### src/design/acia_tape_serial_port_unit_assert.svh
// Assertion macros for the tape serial port unit.
// Both macros expect clk and rst_n in scope.
`ifndef ACIA_TAPE_SERIAL_PORT_UNIT_ASSERT_SVH
`define ACIA_TAPE_SERIAL_PORT_UNIT_ASSERT_SVH

// Same-cycle implication.
`define ACIA_ASSERT_NOW(label, ante, cons, msg) \
    label: assert property (@(posedge clk) disable iff (!rst_n) (ante) |-> (cons)) \
        else $error(msg);

// Next-cycle implication.
`define ACIA_ASSERT_NEXT(label, ante, cons, msg) \
    label: assert property (@(posedge clk) disable iff (!rst_n) (ante) |=> (cons)) \
        else $error(msg);

`endif

### src/design/acia_pkg.sv
package acia_pkg;

    localparam int S_DATA_W = 32;
    localparam int S_USER_W = 2;
    localparam int M_DATA_W = 24;
    localparam int RATIO_W  = 24;
    localparam int ACC_W    = 32;
    localparam int DIV_W    = 7;
    localparam int BITS_W   = 4;

    localparam logic [RATIO_W-1:0] RATIO_RESET = 24'd13653333;

    // operation codes
    localparam logic [1:0] OP_ADVANCE = 2'd0;
    localparam logic [1:0] OP_READ    = 2'd1;
    localparam logic [1:0] OP_WRITE   = 2'd2;

    // address bit 0
    localparam logic REG_CTRL = 1'b0;
    localparam logic REG_DATA = 1'b1;

    // control divider select
    localparam logic [1:0] DIV_SEL_1     = 2'd0;
    localparam logic [1:0] DIV_SEL_16    = 2'd1;
    localparam logic [1:0] DIV_SEL_64    = 2'd2;
    localparam logic [1:0] DIV_SEL_RESET = 2'd3;

    localparam logic [DIV_W-1:0] DIV_1  = 7'd1;
    localparam logic [DIV_W-1:0] DIV_16 = 7'd16;
    localparam logic [DIV_W-1:0] DIV_64 = 7'd64;

    // status bit positions
    localparam int ST_RDRF = 0;
    localparam int ST_TDRE = 1;
    localparam int ST_FE   = 4;
    localparam int ST_OVRN = 5;

    localparam logic [BITS_W-1:0] FRAME_LONG  = 4'd11;
    localparam logic [BITS_W-1:0] FRAME_SHORT = 4'd10;

    // Lowest field last, so the packed order matches the tdata layout.
    typedef struct packed {
        logic [4:0] pad;
        logic       tape_out_ready;
        logic [7:0] tape_in_byte;
        logic       tape_in_valid;
        logic [7:0] elapsed_cycles;
        logic [7:0] write_data;
        logic       reg_select;
    } item_t;

    typedef struct packed {
        logic [5:0] pad;
        logic [7:0] tape_out_byte;
        logic       tape_out_valid;
        logic       tape_in_take;
        logic [7:0] read_data;
    } result_t;

    typedef struct packed {
        logic             advance;
        logic [7:0]       elapsed;
        logic             load;
        logic [DIV_W-1:0] divider;
    } baud_ctrl_t;

    function automatic logic [BITS_W-1:0] frame_of_ws(input logic [2:0] ws);
        logic [BITS_W-1:0] bits;
        unique case (ws)
            3'd2, 3'd3, 3'd5: bits = FRAME_SHORT;
            default:          bits = FRAME_LONG;
        endcase
        return bits;
    endfunction

endpackage

### src/design/acia_baud.sv
module acia_baud (
    input  logic                            clk,
    input  logic                            rst_n,
    input  acia_pkg::baud_ctrl_t            ctrl,
    input  logic [acia_pkg::RATIO_W-1:0]    ratio,
    output logic                            bit_time
);
    import acia_pkg::*;

    logic [ACC_W-1:0] acc_reg, acc_next;
    logic [DIV_W-1:0] count_reg, count_next;
    logic [DIV_W-1:0] div_reg, div_next;

    logic [ACC_W:0]   sum;
    logic [ACC_W-1:0] sat;
    logic [ACC_W:0]   diff;
    logic             tick;
    logic [DIV_W-1:0] count_dec;

    // saturating add of cycles << 16, then one ratio subtract
    assign sum  = {1'b0, acc_reg} + {9'd0, ctrl.elapsed, 16'd0};
    assign sat  = sum[ACC_W] ? '1 : sum[ACC_W-1:0];
    assign diff = {1'b0, sat} - {{(ACC_W+1-RATIO_W){1'b0}}, ratio};
    assign tick = ~diff[ACC_W];
    assign count_dec = count_reg - DIV_W'(1);

    always_comb
    begin
        acc_next   = acc_reg;
        count_next = count_reg;
        div_next   = div_reg;
        bit_time   = 1'b0;
        if (ctrl.advance)
        begin
            acc_next = tick ? diff[ACC_W-1:0] : sat;
            if (tick)
            begin
                count_next = (count_dec == '0) ? div_reg : count_dec;
                bit_time   = (count_dec == '0);
            end
        end
        else if (ctrl.load)
        begin
            div_next   = ctrl.divider;
            count_next = ctrl.divider;
        end
    end

    always_ff @(posedge clk or negedge rst_n)
    begin
        if (!rst_n)
        begin
            acc_reg   <= '0;
            count_reg <= DIV_1;
            div_reg   <= DIV_1;
        end
        else
        begin
            acc_reg   <= acc_next;
            count_reg <= count_next;
            div_reg   <= div_next;
        end
    end

endmodule

### src/design/acia_tape_serial_port_unit.sv
// Channel      | Dir | Payload
// s_*          | in  | tdata: reg_select, write_data, elapsed_cycles, tape_in_valid,
//              |     |        tape_in_byte, tape_out_ready; tuser: operation
// m_*          | out | tdata: read_data, tape_in_take, tape_out_valid, tape_out_byte
// cfg_*        | in  | clock_ratio, Q8.16, written when cfg_we is high
//
// One transaction per clock sustained while m_tready stays high: an accepted item
// sits in the input register, its step is evaluated there against the port state
// and lands in the result register, which drives m_tvalid and m_tdata.
// The next item sees the state left by the previous one with no bubble.
// A stall on m_* backs up into s_tready only once both registers are full.
// rst_n is asynchronous, active low; it restores clock_ratio and all port state.
`include "acia_tape_serial_port_unit_assert.svh"

module acia_tape_serial_port_unit (
    input  logic                             clk,
    input  logic                             rst_n,
    input  logic                             s_tvalid,
    output logic                             s_tready,
    // [0] reg_select, [8:1] write_data, [16:9] elapsed_cycles, [17] tape_in_valid,
    // [25:18] tape_in_byte, [26] tape_out_ready, [31:27] zero
    input  logic [acia_pkg::S_DATA_W-1:0]    s_tdata,
    // [1:0] operation
    input  logic [acia_pkg::S_USER_W-1:0]    s_tuser,
    output logic                             m_tvalid,
    input  logic                             m_tready,
    // [7:0] read_data, [8] tape_in_take, [9] tape_out_valid, [17:10] tape_out_byte,
    // [23:18] zero
    output logic [acia_pkg::M_DATA_W-1:0]    m_tdata,
    input  logic                             cfg_we,
    input  logic [acia_pkg::RATIO_W-1:0]     cfg_wdata
);
    import acia_pkg::*;

    // pipeline registers
    logic                in_vld_reg;
    item_t               in_reg;
    logic [1:0]          op_reg;
    logic                out_vld_reg;
    result_t             out_reg;

    // port state
    logic [RATIO_W-1:0]  ratio_reg;
    logic [BITS_W-1:0]   rx_left_reg, rx_left_next;
    logic [BITS_W-1:0]   tx_left_reg, tx_left_next;
    logic [BITS_W-1:0]   frame_reg, frame_next;
    logic                started_reg, started_next;
    logic [7:0]          status_reg, status_next;
    logic [7:0]          rx_data_reg, rx_data_next;
    logic [7:0]          tx_data_reg, tx_data_next;

    logic                out_free;
    logic                step;
    logic                bit_time;
    baud_ctrl_t          baud_ctrl;
    result_t             res;

    assign out_free = ~out_vld_reg | m_tready;
    assign s_tready = ~in_vld_reg | out_free;
    assign step     = in_vld_reg & out_free;
    assign m_tvalid = out_vld_reg;
    assign m_tdata  = out_reg;

    // timer chain only moves on an advance; divider loads on a control write other than master reset
    always_comb
    begin
        baud_ctrl.advance = step & (op_reg == OP_ADVANCE);
        baud_ctrl.elapsed = in_reg.elapsed_cycles;
        baud_ctrl.load    = step & (op_reg == OP_WRITE) & (in_reg.reg_select == REG_CTRL)
                          & (in_reg.write_data[1:0] != DIV_SEL_RESET);
        unique case (in_reg.write_data[1:0])
            DIV_SEL_16: baud_ctrl.divider = DIV_16;
            DIV_SEL_64: baud_ctrl.divider = DIV_64;
            default:    baud_ctrl.divider = DIV_1;
        endcase
    end

    acia_baud u_baud (
        .clk      (clk),
        .rst_n    (rst_n),
        .ctrl     (baud_ctrl),
        .ratio    (ratio_reg),
        .bit_time (bit_time)
    );

    always_comb
    begin
        rx_left_next = rx_left_reg;
        tx_left_next = tx_left_reg;
        frame_next   = frame_reg;
        started_next = started_reg;
        status_next  = status_reg;
        rx_data_next = rx_data_reg;
        tx_data_next = tx_data_reg;
        res          = '0;

        if (step)
        begin
            unique case (op_reg)
                OP_ADVANCE:
                begin
                    if (bit_time && started_reg)
                    begin
                        // receive framer
                        if (rx_left_reg != '0)
                            rx_left_next = rx_left_reg - BITS_W'(1);
                        else if (!status_reg[ST_RDRF] && in_reg.tape_in_valid)
                        begin
                            status_next[ST_FE]   = 1'b0;
                            status_next[ST_OVRN] = 1'b0;
                            status_next[ST_RDRF] = 1'b1;
                            rx_data_next         = in_reg.tape_in_byte;
                            rx_left_next         = frame_reg - BITS_W'(1);
                            res.tape_in_take     = 1'b1;
                        end
                        // transmit framer
                        if (tx_left_reg != '0)
                            tx_left_next = tx_left_reg - BITS_W'(1);
                        else if (!status_reg[ST_TDRE] && in_reg.tape_out_ready)
                        begin
                            res.tape_out_valid   = 1'b1;
                            res.tape_out_byte    = tx_data_reg;
                            status_next[ST_TDRE] = 1'b1;
                            tx_left_next         = frame_reg - BITS_W'(1);
                        end
                    end
                end
                OP_READ:
                begin
                    started_next = 1'b1;
                    if (in_reg.reg_select == REG_CTRL)
                        res.read_data = status_reg;
                    else
                    begin
                        res.read_data        = rx_data_reg;
                        status_next[ST_RDRF] = 1'b0;
                        status_next[ST_OVRN] = 1'b0;
                    end
                end
                OP_WRITE:
                begin
                    if (in_reg.reg_select == REG_CTRL)
                    begin
                        // master reset: status back to transmitter empty only
                        if (in_reg.write_data[1:0] == DIV_SEL_RESET)
                        begin
                            status_next          = '0;
                            status_next[ST_TDRE] = 1'b1;
                        end
                        frame_next = frame_of_ws(in_reg.write_data[4:2]);
                    end
                    else
                    begin
                        tx_data_next         = in_reg.write_data;
                        status_next[ST_TDRE] = 1'b0;
                    end
                end
                default:
                begin
                    // unused code: no effect, all-zero result
                end
            endcase
        end
    end

    always_ff @(posedge clk or negedge rst_n)
    begin
        if (!rst_n)
        begin
            in_vld_reg  <= 1'b0;
            out_vld_reg <= 1'b0;
            ratio_reg   <= RATIO_RESET;
            rx_left_reg <= '0;
            tx_left_reg <= '0;
            frame_reg   <= FRAME_LONG;
            started_reg <= 1'b0;
            status_reg  <= '0;
            rx_data_reg <= '0;
            tx_data_reg <= '0;
        end
        else
        begin
            if (s_tready)
                in_vld_reg <= s_tvalid;
            if (out_free)
                out_vld_reg <= in_vld_reg;
            if (cfg_we)
                ratio_reg <= cfg_wdata;
            rx_left_reg <= rx_left_next;
            tx_left_reg <= tx_left_next;
            frame_reg   <= frame_next;
            started_reg <= started_next;
            status_reg  <= status_next;
            rx_data_reg <= rx_data_next;
            tx_data_reg <= tx_data_next;
        end
    end

    // payload registers, no reset
    always_ff @(posedge clk)
    begin
        if (s_tvalid && s_tready)
        begin
            in_reg <= item_t'(s_tdata);
            op_reg <= s_tuser;
        end
        if (step)
            out_reg <= res;
    end

    `ACIA_ASSERT_NEXT(a_take_sets_rdrf, step && res.tape_in_take,
        status_reg[ST_RDRF], "byte taken from tape but RDRF not set")
    `ACIA_ASSERT_NEXT(a_emit_sets_tdre, step && res.tape_out_valid,
        status_reg[ST_TDRE], "byte emitted to tape but TDRE not set")
    `ACIA_ASSERT_NOW(a_backpressure_only_when_full, !s_tready,
        in_vld_reg && out_vld_reg && !m_tready, "s_tready low with a free stage")

endmodule

### config.mk
export PLATFORM = sky130hd
export DESIGN_NAME = acia_tape_serial_port_unit
export DESIGN_NICKNAME = d
export VERILOG_FILES = /design/src/design/acia_pkg.sv /design/src/design/acia_baud.sv /design/src/design/acia_tape_serial_port_unit.sv
export VERILOG_INCLUDE_DIRS = /design/src /design/src/design
export SDC_FILE = /design/constraint.sdc
export NUM_CORES = 1
export LEC_CHECK = 0
export ABC_CLOCK_PERIOD_IN_PS = 7100
export BUFFER_PORTS_ARGS = -buffer_cell sky130_fd_sc_hd__buf_2
export CAP_MARGIN = 20
export CORE_AREA = 2 2 112 196
export CTS_CLUSTER_DIAMETER = 80
export DETAILED_ROUTE_END_ITERATION = 10
export DIE_AREA = 0 0 114 198
export PLACE_DENSITY = 0.65
export REMOVE_ABC_BUFFERS = 1
export SKIP_LAST_GASP = 1
export SLEW_MARGIN = 15
export SYNTH_ARGS = -nofsm -noshare
export SYNTH_HDL_FRONTEND = slang
export SYNTH_SLANG_ARGS = --single-unit
export TNS_END_PERCENT = 1
### constraint.sdc
create_clock -name clk -period 7.1 [get_ports clk]
set_clock_uncertainty 0.05 [all_clocks]
set_input_delay 0.71 -clock clk [delete_from_list [all_inputs] [get_ports clk]]
set_output_delay 0.71 -clock clk [all_outputs]
set_load 0.02 [all_outputs]
; After elaboration in Yosys (flattened, before gate mapping)
; Index checks and enable logic that the tools add are counted.
[word_totals]
reg_bits = 152
in_bits = 63
output_inout_bits = 26
wordCells = 132
[op_classes]
add_sub_neg = 6
n_eq_ne = 19
n_mux = 34
n_bitwise = 15
n_reduce_logical = 31
[op_table]
columns = cell, count
row1 = 32-bit two-way mux, 2
row2 = 32-bit by 24-bit adder with 33-bit output, 1
row3 = 32-bit by 24-bit subtractor with 33-bit output, 1
row4 = 7-bit two-way mux, 4
row5 = 4-bit two-way mux, 5
row6 = 7-bit case mux with 2 select lines, 1
row7 = 1-bit two-way mux, 12
row8 = 6-bit two-way mux, 2
row9 = "2-bit != test, second input constant", 6
row10 = "4-bit by 1-bit subtractor with 4-bit output, second input constant", 3
row11 = 3-bit OR reduction, 3
row12 = 2-bit two-way mux, 4
row13 = "2-bit by 1-bit != test with 1-bit output, second input constant", 4
row14 = 1-bit inverter, 8
row15 = 2-bit AND reduction, 4
row16 = 4-bit AND reduction, 2
row17 = 8-bit AND reduction, 1
row18 = 2-bit nonzero test, 4
row19 = 4-bit nonzero test, 2
row20 = 7-bit zero test, 1
row21 = 7-bit AND reduction, 1
row22 = "7-bit by 1-bit subtractor with 7-bit output, second input constant", 1
row23 = "2-bit equality test, second input constant", 3
row24 = "3-bit by 2-bit equality test with 1-bit output, second input constant", 2
row25 = other kinds (15), 28

; Logic depth before layout (Yosys ltp)
[logic_depth]
ltp_word = 8
depth_mapped = 21
depth_no_buf = 18

; By module
; Synthesis repeated with hierarchy kept, for this count alone.
[unflattened]
hier_cells = 797
area_unflattened_um2 = 8529.4
[by_module_without_submodules]
columns = mod, instances, cells_each, area_per_inst_um2, seq_area_each_um2
row1 = acia_baud, 1, 532, 4405.5, 1153.6
row2 = acia_tape_serial_port_unit, 1, 265, 4124.0, 2777.7

; Least setup slack after synthesis
; Ideal clock, no wire load.
[synth_path]
path_type = register -> register
startpoint = register in_reg (netlist bit baud_ctrl[8])
endpoint = register rx_data_reg[0]
setup_time_ns = 0.125
arrival_ns = 5.010
required_time_ns = 6.925
slack_ns = 1.915
path_stages_with_launch = 22
n_path_buf = 4
synth_period_minus_slack_ns = 5.185
cell_sequence = edfxtp_1 -> ha_1 -> fa_1 -> a21oi_1 -> a2bb2oi_1 -> a21oi_2 -> nand2_1 -> clkbuf_1 -> buf_1 -> nand2b_1 -> ha_1 -> a211oi_1 -> o21a_1 -> or4_4 -> a31oi_4 -> o31ai_4 -> and3_1 -> buf_6 -> a21oi_4 -> and2_4 -> buf_12 -> mux2_4
[synth_between]
elab_chain_cells = 7
[synth_lines]
columns = item, line
row1 = start: declaration, acia_tape_serial_port_unit.sv:37  ; item_t in_reg;
row2 = start signal: assignment, acia_tape_serial_port_unit.sv:204  ; in_reg <= item_t'(s_tdata);
row3 = 32-bit by 24-bit adder with 33-bit output, acia_baud.sv:21  ; assign sum = {1'b0, acc_reg} + {9'd0, ctrl.elapsed, 16'd0};
row4 = 32-bit two-way mux, acia_baud.sv:22  ; assign sat = sum[ACC_W] ? '1 : sum[ACC_W-1:0];
row5 = 32-bit by 24-bit subtractor with 33-bit output, acia_baud.sv:23  ; assign diff = {1'b0, sat} - {{(ACC_W+1-RATIO_W){1'b0}}, ratio};
row6 = 1-bit two-way mux, acia_baud.sv:36  ; if (tick)
row7 = 1-bit two-way mux, acia_baud.sv:33  ; if (ctrl.advance)
row8 = 1-bit logical AND, acia_tape_serial_port_unit.sv:102  ; if (bit_time && started_reg)
row9 = 5-bit AND reduction (no line), n/a
row10 = end signal: assignment, acia_tape_serial_port_unit.sv:194  ; rx_data_reg <= rx_data_next;
row11 = end: declaration, acia_tape_serial_port_unit.sv:49  ; logic [7:0] rx_data_reg, rx_data_next;
; No other way between the ends.
; A chain may end at the register's enable or synchronous reset.

; Worst setup path in the final report
[layout_path]
startpoint = register in_reg (netlist bit baud_ctrl[8])
endpoint = register u_baud.acc_reg[19]
[layout_between]
elab_chain_cells = 4
[layout_lines]
columns = item, line
row1 = 32-bit by 24-bit adder with 33-bit output *, acia_baud.sv:21
row2 = 32-bit two-way mux *, acia_baud.sv:22
row3 = 32-bit by 24-bit subtractor with 33-bit output, acia_baud.sv:23
row4 = 32-bit two-way mux *, acia_baud.sv:35  ; acc_next = tick ? diff[ACC_W-1:0] : sat;
row5 = end signal: assignment, acia_baud.sv:59  ; acc_reg <= acc_next;
row6 = end: declaration, acia_baud.sv:10  ; logic [ACC_W-1:0] acc_reg, acc_next;
; Every way passes the cells marked *; elsewhere a longest branch is shown, timed or not.

==> reports/summary.md <==
The number of port buffers was 77. Placeable core area: 0.0211 mm2. For this configuration, the core starts out at a cell density of 39.2%. The global routing met2 resource utilization is 32.4%, and the count of nets after finishing is 1028.

Setup repair after global routing left no endpoint under its margin. The clock drives 143 sinks. The minimum setup slack after placement was 1.09 ns. The synthesized design contains 143 register bits. The average wire per standard cell was 15.5 um.

For this run, the register share of the synthesized area comes to 46.2%. The chip height is 198 um. In this run the critical register-to-register path is launched from baud_ctrl[8].

The cell sitting at the root of the clock tree is a clkbuf_16. The logs give 6.21 ns for the signal arrival time at the worst endpoint and 0.000236 V for the worst IR drop on VDD. The routed layout has 6298 vias. The number of gates resized after CTS came out at 0. The tools report the global-route met1 utilization as 17.5%. 0 antenna diodes ended up in the layout. For this run, the leading register cell type out of synthesis is dfrtp_1.

After layout, the worst setup slack is 1.14 ns. Highest-utilization routing layer at the global route stage: met2. After routing, the total negative slack on setup checks comes to 0 ns. For the pin with the worst max-slew slack, the measured transition is 0.947 ns.

The tools report the kind of start point of the critical path as a flop. Leading cell type in the layout, fill and taps excluded: nand2_1. The die covers 0.0226 mm2. The achievable clock frequency is 168 MHz. In the layout the commonest cells are nand2_1, dfrtp_1, o21ai_0, buf_2, inv_1.

In the routed design, unresolved DRC markers number 0. The maximum level of the CTS H-tree was 4. The flow ran to the end, and the final reports show no timing, DRC or antenna violations.

The remaining antenna violation count after routing came out at 0. The post-route fraction of the period consumed by the critical path came out at 84.0%. Cells with a size suffix above 1 make up 18.0% of the layout.

The number of hold buffers added after CTS was 0. STA puts the critical path data required time at 7.34 ns. The critical path is of the reg -> reg type.

The layout has 2040 filler cells. The clock reaches the later pin of the worst-skew pair after 0.43 ns. After global routing the overflow that remains totals 0. The per-cell via count in the routed design is 5.30, and the clock transition at the registers of the reported paths is 0.06 ns. The largest net degree at the start of global routing was 73. The critical path launch point was baud_ctrl[8]. The register with the most flip-flops in the layout has 32 of them.

Endpoint type of the worst setup path: a flop. In this run the worst path has a maximum fanout of 18. The run gives 6338 as the via count of the first global-routing pass.

The cell taking the most area after synthesis is dfrtp_1. The class of the tightest hold or removal check is in -> async. The HPWL after detailed placement is 13300 um, and the power density relative to cell area is 385 mW/mm2. The number of hold violations in the final report was 0; the site row count was 71. The number of distinct library cells after synthesis came out at 76.

The Yosys step of the flow raised 0 warnings. At the end of routability-driven placement, the weighted congestion stood at 0.892. The met3 track demand over resource in global routing came out at 4.10%.

Leakage power figure: 4.23 nW. The logs give 1 for the number of antenna violations at the first check in global routing and 30300 um for the first-pass GRT wire length. In this run, the number of DRC markers left after iteration 0 of detailed routing was 319. The share of flip-flops with an asynchronous set or reset after synthesis was 67.1%. Number of optimization iterations in the first detailed-route pass: 4. Compared with the post-synthesis result, the final layout area differs by 14.4%. In this run the deepest clock path goes through 2 buffers. Across every metal layer, demand over resource in global routing totals 17.1%.

Across the run, the number of max-cap violations was 0. Of the post-synthesis cell area, the dominant cell type holds 24.7%. TritonCTS built the clock tree. The worst path needs 5.96 ns of the cycle, external delays included. For the number of top-level design ports, the log shows 89. Setup violations remaining at the end of the flow were counted as 0.

The average instance area after synthesis is 9.78 um2, and the number of enable flip-flop cells after synthesis is 47. The area of the mapped netlist is 0.00830 mm2. The run gives 0 as the max-slew violation count. The number of clock buffers added by TritonCTS is 17. Headroom to the max-slew limit came out at 36.8%.

The post-CTS repair timing setup buffer count is 0, and the total routed wirelength is 18400 um. Sorting the synthesized cells by area gives the leading types as dfrtp_1, edfxtp_1, ha_1. The floorplan die width is 114 um, and the synthesized instance count is 848.
synth_stat cells, types with 19 or more instances:
master    instances
inv_1            49
a21oi_1          43
and3_1           19
ha_1             43
xnor2_1          19
nor2_1           44
dfrtp_1          82
nand2_1         108
edfxtp_1         47
nand3_1          27
nand2b_1         30
clkbuf_1         24
o21ai_0          76
through the flow:
step           area, um2  power (mW)  hold WS (ns)  utilization (%)  cells
5_1_grt             9490        3.93         0.153             44.9   1188
3_3_place_gp        8890        2.70         0.398             42.0   1156
3_5_place_dp        8890        2.73         0.402             42.0   1156
6_report            9490        3.65         0.143             44.9   1188
4_1_cts             9490        3.68         0.140             44.9   1188
2_1_floorplan       8110        2.39         0.364                -    815
routing by layer:
layer / wire length [um] / vias up
met3: 710 / 25
met2: 10000 / 115
met1: 7070 / 3013
met5: 12 / -
met4: 511 / 2
li1: - / 3143
cell type report:
class	count	area (um2)	share of cell area, %
flip-flops and latches	143	3830	40.4
multi-input cells	623	4100	43.1
clock buffers	17	425	4.48
well taps	255	319	3.36
repair buffers	86	455	4.80
inverters	49	184	1.94
clock inverters	15	183	1.92
logic make-up (layout without fill, tap and decap cells):
| family | count (synthesis) | after routing | share of synthesized area (%) |
|---|---|---|---|
| compound gates | 211 | 211 | 16.7 |
| simple gates | 299 | 299 | 17.8 |
| fa+ha+maj | 45 | 45 | 6.97 |
| other cells | 1 | 6 | 0.0452 |
| flops | 143 | 143 | 46.2 |
| xor+xnor | 29 | 29 | 3.06 |
| mux | 33 | 33 | 4.65 |
| buf+inv | 87 | 167 | 4.66 |
path summary, 6_finish.rpt:
kind | end | slack (ns) | cells after the start
min reg2reg | u_baud.div_reg[0] | 0.41 | 2
max in group asynchronous | u_baud.acc_reg[3] | 5.60 | 2
max reg2reg | u_baud.acc_reg[19] | 1.14 | 17
max | u_baud.acc_reg[19] | 1.14 | 17
min | u_baud.acc_reg[21] | 0.14 | 1
min in group clk | in_reg[24] | 0.40 | 1
critical path: stages (launching register included):
cell,delay [ns]
edfxtp_1,0.37
ha_1,0.25
fa_1,0.43
a21oi_1,0.23
a2bb2oi_1,0.42
a21oi_2,0.20
nand2_1,0.59
nand2b_1,0.20
fa_1,0.49
a211oi_1,0.31
o21a_1,0.24
or4_4,0.17
a31oi_4,0.11
o31ai_4,0.37
and3_1,0.63
nand2_1,0.42
mux2i_1,0.25
o21ai_0,0.10
report_power, final:
group	internal, mW	switching (mW)
Combinational	0.694	0.912
Clock	0.557	0.369
Sequential	1.01	0.107
Total	2.26	1.39
No activity file was read; power rests on OpenSTA's default activity.
